[src/sv/character_terminal_buffer_unit_macros.svh]
// assertion macros used by the character terminal buffer datapath
`ifndef CHARACTER_TERMINAL_BUFFER_UNIT_MACROS_SVH
`define CHARACTER_TERMINAL_BUFFER_UNIT_MACROS_SVH

// same-cycle implication, checked outside reset
`define CTBU_ASSERT_IMP(label, clk, rst, ante, cons, msg) \
  label: assert property (@(posedge clk) disable iff (rst) (ante) |-> (cons)) \
    else $error(msg);

// next-cycle implication, checked outside reset
`define CTBU_ASSERT_NXT(label, clk, rst, ante, cons, msg) \
  label: assert property (@(posedge clk) disable iff (rst) (ante) |=> (cons)) \
    else $error(msg);

`endif

[src/sv/ctbu_pkg.sv]
// types, constants and control structs of the character terminal buffer
package ctbu_pkg;

  localparam int CTBU_ROWS = 24;
  localparam int CTBU_COLS = 40;

  localparam int CMD_W  = 1;
  localparam int CHAR_W = 8;
  localparam int ROW_W  = 5;
  localparam int COL_W  = 6;
  localparam int CELL_W = 7;

  localparam logic [CMD_W-1:0] CMD_PUT  = 1'b0;
  localparam logic [CMD_W-1:0] CMD_READ = 1'b1;

  localparam logic [CHAR_W-1:0] CH_CR   = 8'h0D;
  localparam logic [CHAR_W-1:0] CH_FF   = 8'h0C;
  localparam logic [CHAR_W-1:0] CH_LOW  = 8'd32;
  localparam logic [CHAR_W-1:0] CH_HIGH = 8'd126;
  localparam logic [CELL_W-1:0] CH_SPACE = 7'h20;

  typedef struct packed {
    logic [CMD_W-1:0]  command;
    logic [CHAR_W-1:0] character;
    logic [ROW_W-1:0]  row;
    logic [COL_W-1:0]  col;
  } req_item_t;

  typedef struct packed {
    logic [CELL_W-1:0] cell_char;
    logic [COL_W-1:0]  cursor_col;
    logic [ROW_W-1:0]  cursor_row;
  } rsp_item_t;

  typedef struct packed {
    logic take;
    logic rd_issue;
    logic clear_all;
    logic next_line;
    logic write_char;
    logic fill_step;
    logic load_out;
  } ctbu_cmd_t;

  typedef struct packed {
    logic is_read;
    logic is_ff;
    logic is_cr;
    logic is_print;
    logic cur_row_valid;
    logic fill_last;
    logic out_free;
  } ctbu_stat_t;

endpackage

[src/sv/ctbu_ctrl.sv]
// sequencer of the character terminal buffer
module ctbu_ctrl import ctbu_pkg::*; (
  input  logic       clk,
  input  logic       rst,
  input  logic       req_valid,
  output logic       req_stall,
  input  ctbu_stat_t stat,
  output ctbu_cmd_t  cmd
);

  typedef enum logic [3:0] {
    S_IDLE = 4'b0001,
    S_EXEC = 4'b0010,
    S_FILL = 4'b0100,
    S_DONE = 4'b1000
  } state_t;

  state_t state, state_next;

  always_ff @(posedge clk) begin
    if (rst) begin
      state <= S_IDLE;
    end else begin
      state <= state_next;
    end
  end

  assign req_stall = (state != S_IDLE);

  always_comb begin
    cmd        = '0;
    state_next = state;
    unique case (state)
      S_IDLE: begin
        if (req_valid) begin
          cmd.take   = 1'b1;
          state_next = S_EXEC;
        end
      end
      S_EXEC: begin
        state_next = S_DONE;
        if (stat.is_read) begin
          cmd.rd_issue = 1'b1;
        end else if (stat.is_ff) begin
          cmd.clear_all = 1'b1;
        end else if (stat.is_cr) begin
          cmd.next_line = 1'b1;
        end else if (stat.is_print) begin
          // a row blanked by reset, scroll or form feed is filled before first use
          if (stat.cur_row_valid) begin
            cmd.write_char = 1'b1;
          end else begin
            state_next = S_FILL;
          end
        end
      end
      S_FILL: begin
        cmd.fill_step = 1'b1;
        if (stat.fill_last) begin
          state_next = S_EXEC;
        end
      end
      S_DONE: begin
        if (stat.out_free) begin
          cmd.load_out = 1'b1;
          state_next   = S_IDLE;
        end
      end
      default: begin
        state_next = S_IDLE;
      end
    endcase
  end

endmodule

[config.mk]
export PLATFORM = sky130hd
export DESIGN_NAME = ctbu_ctrl
export DESIGN_NICKNAME = d
export VERILOG_FILES = /design/src/sv/character_terminal_buffer_unit_macros.svh /design/src/sv/ctbu_pkg.sv /design/src/sv/ctbu_ctrl.sv
export SDC_FILE = /design/constraint.sdc
export NUM_CORES = 1
export LEC_CHECK = 0
export BUFFER_PORTS_ARGS = -buffer_cell sky130_fd_sc_hd__buf_4
export CORE_AREA = 8 8 45 47
export CTS_BUF_LIST = sky130_fd_sc_hd__clkbuf_8
export DETAILED_ROUTE_END_ITERATION = 6
export DIE_AREA = 0 0 53 55
export PLACE_DENSITY_LB_ADDON = 0.1
export REMOVE_ABC_BUFFERS = 1
export SETUP_SLACK_MARGIN = 0.5
export SYNTH_ARGS = -nofsm -noshare
export SYNTH_HDL_FRONTEND = slang
export SYNTH_SLANG_ARGS = --single-unit
[constraint.sdc]
create_clock -name clk -period 1.4 [get_ports clk]
set_clock_uncertainty 0.05 [all_clocks]
set_input_delay 0.14 -clock clk [delete_from_list [all_inputs] [get_ports clk]]
set_output_delay 0.14 -clock clk [all_outputs]
set_load 0.02 [all_outputs]
# Yosys cells after proc, flatten, opt, wreduce, memory -nomap -nowiden
# Cells that the tools add are included.
# classes
addsub	0
mul	0
n_div	0
magnitude_cmp	0
eq_ne	8
n_shift	0
muxes	23
bitwise_logic	0
reduce_logical	1
# ops
operator	count
$mux 4	9
$pmux 4 s4	1
$mux 1	11
$ne 2x2->1 const B	3
$eq 4x1->1 const B	1
$eq 4x2->1 const B	1
$eq 4x3->1 const B	1
$eq 4x4->1 const B	1
$ne 4x1->1 const B	1
$mux 3	1
$reduce_and 3->1	1
$mux 2	1
# totals
reg_bits	4
latchBits	0
mem_bits_rw	0
rom_bits	0
in_bits	10
out_inout_bits	8
word_cells	33
n_memories	0

# Longest topological paths before layout
# Gate-level depths: netlist of the first run.
# logic_depth
depth_word	6
mapped_depth	3
ltp_nobuf	3

# Worst setup path after synthesis of the first run
# Ideal clock, no wire load.
# synth_timing
kind	reg-to-output
start	register state[2]
end	output cmd[3] (netlist bit)
arrival_ps	1629
t_required_ps	1210
setup_slack_ps	-419
stages_incl_launch_ff	3
n_path_buf	0
cell_sequence	dfxtp_1 -> or4b_4 -> nor4b_1
# synth_rtl
element	line_no	source
from (decl)	ctbu_ctrl.sv:18	state_t state, state_next;
from (signal assigned)	ctbu_ctrl.sv:24	state <= state_next;
to (decl)	ctbu_ctrl.sv:8	output ctbu_cmd_t cmd

==> metrics.txt, run 1 <==
max_slew headroom 0.814; Worst path top cell family by delay simple AND/OR/NAND/NOR gates; Critical Path AT roughly 1.5 ns; Reg area between 80 and 90 um^2; Die W about 53 um; chip height between 50 and 60 um; Max FO, Critical Path 4; post-DP HPWL 845 um; power density cells approximately 740 nW/um^2; Total GRT Usage 0.0721; Cells after Synth 32; Place WS -0.159 ns; overflow left after global routing 0; clock transition at the registers of the reported paths around 0.030 ns; Via density 4.70; Synth Cell Area 270 um^2; gpl congestion between 0.7 and 0.8; cell area after layout ~700 um^2; Filler Cell Count around 130; Crit path required time 1.21 ns; # diodes 0; CTS Root Cell clkbuf_8; Fin Hold WS between 0.07 and 0.08 ns; clk sink count 4; final hold vios 0; type of origin of the critical path flop; area of the multi-input gates 287 um^2; CTS tree yes; Vias around 380; CTS H-tree depth 1; CP endpoint kind output port; number of remaining DRC errors 0; wire per inst 13.6 um; drt first pass iters 4; Post-CTS Hold Buffers 0; unrepaired setup endpoints after global routing true; register area share after synthesis 0.296; initial antenna violation count 0; Worst Tran Pin Value about 0.28 ns; worst vdd ir about 0.59 mV; synthesis-stage register bit count 4; status complete, but fails checks; first-pass GRT wire length between 1.5 and 2 mm; largest net degree at the start of global routing 6; number of global-route vias before repair about 350; total power 522 uW; Final WS setup -0.293 ns; full die area a little under 3000 um^2; Crit-path slowest cell or4b_4; min Tclk post-route between 1.5 and 2 ns; Largest Register state; DRT antenna net count 0; leading registers by flop count state x4; Highest Clock Rate just under 600 MHz; Port Buffer Count 17; worst skew pair latency about 0.21 ns; Cell Area, Placed between 400 and 500 um^2; failing checks negative setup slack; CP Class flop to output port; DRT iter0 DRCs 5; share of cells above drive strength 1 0.723; Detailed Route WL approximately 1.1 mm; Critical Path, Cell by Cell or4b_4 -> nor3b_1 -> buf_4; Yosys warning count 0; syn avg cell area approximately 8.4 um^2; Buf/Inv on CP 1; num ports 18; Synth cell types 17; HP Class input pin to flop; max reg flops 4; Area growth, synth to finish 161%; Core Util, Final 0.509; FP Rows 14; initial core utilization 0.195; max_cap viols 0; clock buffer depth 2; CTS buffer count 3; leakage power roughly 0.30 nW; Worst path max stage delay roughly 0.57 ns; final net count between 70 and 80; max-slew violations 0; crit share post-route 1.21; final setup violation count 11; Core ar. 1380 um^2
==> where the power goes <==
part | internal (mW) | total, mW | switching, mW
clock | 0.183 | 0.235 | 0.0521
sequential | 0.122 | 0.126 | 0.00403
combinational | 0.0890 | 0.161 | 0.0724
total | 0.393 | 0.522 | 0.128
==> worst register-to-register path, delay by kind of cell, from the launching register on <==
kind	cells	cell delay, ns
AND/OR/NAND/NOR	2	0.96
AO/OA/AOI/OAI	1	0.13
flip-flops	1	0.31
==> worst paths after layout <==
check	from	end	slack [ns]	cells past startpoint
worst min-delay path	rst	state[2]	0.07	2
worst min register to register	state[2]	state[2]	0.63	3
worst max-delay path	state[2]	cmd[4]	-0.29	3
worst max register to register	state[2]	state[2]	-0.13	3
==> kinds of logic after synthesis <==
kind of cell / after synthesis / share of synthesized area
compound gates: 7 / 0.153
simple gates: 18 / 0.509
buf+inv: 3 / 0.0417
flops: 4 / 0.296
==> layer usage <==
layer	share of wire	vias to the layer above	track usage
met4	0	0	0.0259
met2	0.58	5	0.127
met5	0	-	0
met3	0.045	0	0.0348
li1	-	192	-
met1	0.37	184	0.0729
==> final cells by class <==
| class | instances | share of cell area |
|---|---|---|
| clock buffer | 3 | 0.0586 |
| inverter | 3 | 0.0160 |
| multi-input combinational | 25 | 0.407 |
| sequential | 4 | 0.117 |
| tap | 16 | 0.0284 |
| timing repair buffer | 30 | 0.373 |
==> per-stage QoR <==
stage,cells,setup TNS [ns]
final,81,-1.84
after global routing,81,-2.31
after CTS,80,-1.75
after detailed placement,73,-0.854
after global placement,73,-0.776
after floorplan,32,-2.03
==> cells in the mapped netlist (all sizes together) <==
master,number,area (um^2)
dfxtp,4,80.1
o21ai,1,5.00
nor3b,1,7.51
a211oi,1,7.51
inv,3,11.3
nor2,1,3.75
or4b,2,23.8
nand2b,2,12.5
a21oi,4,20.0
and2,2,12.5
or3b,2,17.5
or3,1,6.26
nor3,2,10.0
o41ai,1,8.76
nor4b,5,43.8
==> placed cells by master, fill, tap and decap left out, types with 2 or more instances in the layout <==
master,count
a21oi_1,4
buf_4,20
buf_6,10
clkbuf_8,3
dfxtp_1,2
dfxtp_2,2
inv_1,3
nand2b_1,2
nor4b_4,5
or3b_4,2
==> timing repair <==
action / CTS / global route
pin swaps: 10 / 3
endpoints found under the setup margin: 12 / 12
endpoints found under the hold margin: 0 / 0
gates resized for setup: 23 / 7
setup buffers: 4 / 1
(Power assumes the default switching activity.)
==> run 2, diff against run 1 <==
Settings changed: SETUP_SLACK_MARGIN 0.5 to default.
==> metrics.txt, run 2 (synthesis results as in run 1) <==
Total GRT Usage 0.0738 (+0.00164); Critical Path AT 1.49 ns (about the same); number of global-route vias before repair 357 (+3.2%); Largest Register state; HP Class input pin to flop; # diodes 0 (unchanged); Highest Clock Rate 594 MHz (+0.61%); initial core utilization 0.195 (unchanged); failing checks negative setup slack; met3 WL 50 um (unchanged); num ports 18 (unchanged); clock transition at the registers of the reported paths 0.03 ns (about the same); most frequent cells in the layout buf_4 (21), buf_6 (10), nor4b_4 (5); Post-CTS Hold Buffers 0 (unchanged); uppermost routed layer met3; Worst R2R Setup Slack -0.12 ns (about the same); Place WS -0.159 ns (unchanged); wire per inst 14.5 um (+6.5%); max_cap viols 0 (unchanged); metal2 WL 738 um (+15%); area of the multi-input gates 298 um^2 (+3.9%); CP Class flop to output port; type of origin of the critical path flop; Vias 391 (+2.6%); CTS H-tree depth 1 (unchanged); Reg area 86.3 um^2 (+4.5%); hold depth 2 (unchanged); number of remaining DRC errors 0 (unchanged); Port Buffer Count 17 (unchanged); min Tclk post-route 1.68 ns (-0.0102 ns); Via density 4.77 (+1.4%); final net count 78 (+1.3%); clk sink count 4 (unchanged); status complete, but fails checks; max_slew headroom 0.811 (-0.00307); crit share post-route 1.20 (-0.00729); reg2reg end state[0]; max reg flops 4 (unchanged); DRT iter0 DRCs 5 (unchanged); FF-to-FF path depth 5 (+2); initial antenna violation count 0 (unchanged); WL met1 401 um (-2.4%); largest net degree at the start of global routing 6 (unchanged); Area growth, synth to finish 169%; power density cells 723 nW/um^2 (-2.4%); Filler Cell Count 122 (-8.3%); clock buffer depth 2 (unchanged); hold_sp rst; CTS Root Cell clkbuf_8; first-pass GRT wire length 1.57 mm (+2.3%); Core ar. 1380 um^2 (unchanged); overflow left after global routing 0 (unchanged); unrepaired setup endpoints after global routing true; worst vdd ir 0.569 mV (-3.5%); reg2reg start state[3]; leakage power 0.311 nW (+2.6%); share of cells above drive strength 1 0.788 (+0.0648); CTS tree yes; Crit path required time 1.21 ns (about the same); Cell Area, Placed 478 um^2 (unchanged); chip height 55 um (unchanged); Die W 53 um (unchanged); full die area 2920 um^2 (unchanged); DRT antenna net count 0 (unchanged); most common cell after layout, fill and taps aside buf_4; Max FO, Critical Path 4 (unchanged); CTS buffer count 3 (unchanged); final hold vios 0 (unchanged); FP Rows 14 (unchanged); Detailed Route WL 1.19 mm (+7.8%); worst skew pair latency 0.21 ns (about the same); hold endpoint state[2]; max-slew violations 0 (unchanged); Worst Tran Pin Value 0.282 ns (+0.00458 ns); gpl congestion 0.722 (unchanged); leading registers by flop count state x4; post-DP HPWL 845 um (unchanged); cell area after layout 727 um^2 (+3.2%); drt first pass iters 3 (-1); Final WS setup -0.283 ns (+0.0102 ns); CP endpoint kind output port; final setup violation count 11 (unchanged)
run 2: through the flow:
| step | power, mW | hold slack (ns) | std cells | utilization | setup TNS, ns |
|---|---|---|---|---|---|
| 2_1_floorplan | 0.170 | 0.159 | 32 | - | -2.03 |
| 3_3_place_gp | 0.236 | 0.283 | 73 | 0.345 | -0.776 |
| 3_5_place_dp | 0.238 | 0.288 | 73 | 0.345 | -0.854 |
| 4_1_cts | 0.511 | 0.0613 | 78 | 0.459 | -1.33 |
| 5_1_grt | 0.555 | 0.0654 | 82 | 0.525 | -2.28 |
| 6_report | 0.525 | 0.0666 | 82 | 0.525 | -1.79 |
run 2: cell type report:
cell class,instances,share of cell area
repair buffers,31,0.372
well taps,16,0.0275
multi-input cells,25,0.410
inverters,3,0.0155
flip-flops and latches,4,0.119
clock buffers,3,0.0568
run 2: per-layer routing:
metal | up-vias | track usage
met2 | 5 | 0.135
li1 | 192 | -
met4 | 0 | 0.0259
met3 | 0 | 0.0348
met5 | - | 0
met1 | 194 | 0.0714
run 2: worst max path at each step:
stage                     slack (ns)  cells after the start        to     start
after floorplan                -0.42                      2    cmd[3]  state[2]
after global placement         -0.21                      4    cmd[5]  state[2]
after detailed placement       -0.16                      4  state[1]  state[2]
after CTS                      -0.30                      3    cmd[3]  state[2]
after global routing           -0.33                      3    cmd[3]  state[3]
final                          -0.28                      3    cmd[3]  state[3]
run 2: report_power, final:
group          total (mW)  leakage, nW  internal [mW]  switching, mW
logic               0.168        0.255         0.0921         0.0756
registers           0.125       0.0338          0.121        0.00385
clock network       0.233       0.0216          0.182         0.0506
total               0.525        0.311          0.395          0.130
run 2: worst max-delay path, cell delays in order, from the launching register on:
cell and delay (ns):
dfxtp_4 0.33, or4b_4 0.56, nor4b_4 0.22, buf_4 0.18
run 2: what timing repair did:
action                                  CTS  global route
gates resized for setup                  20            14
pin swaps                                 8             5
endpoints found under the setup margin   12            11
buffers inserted                          2             4
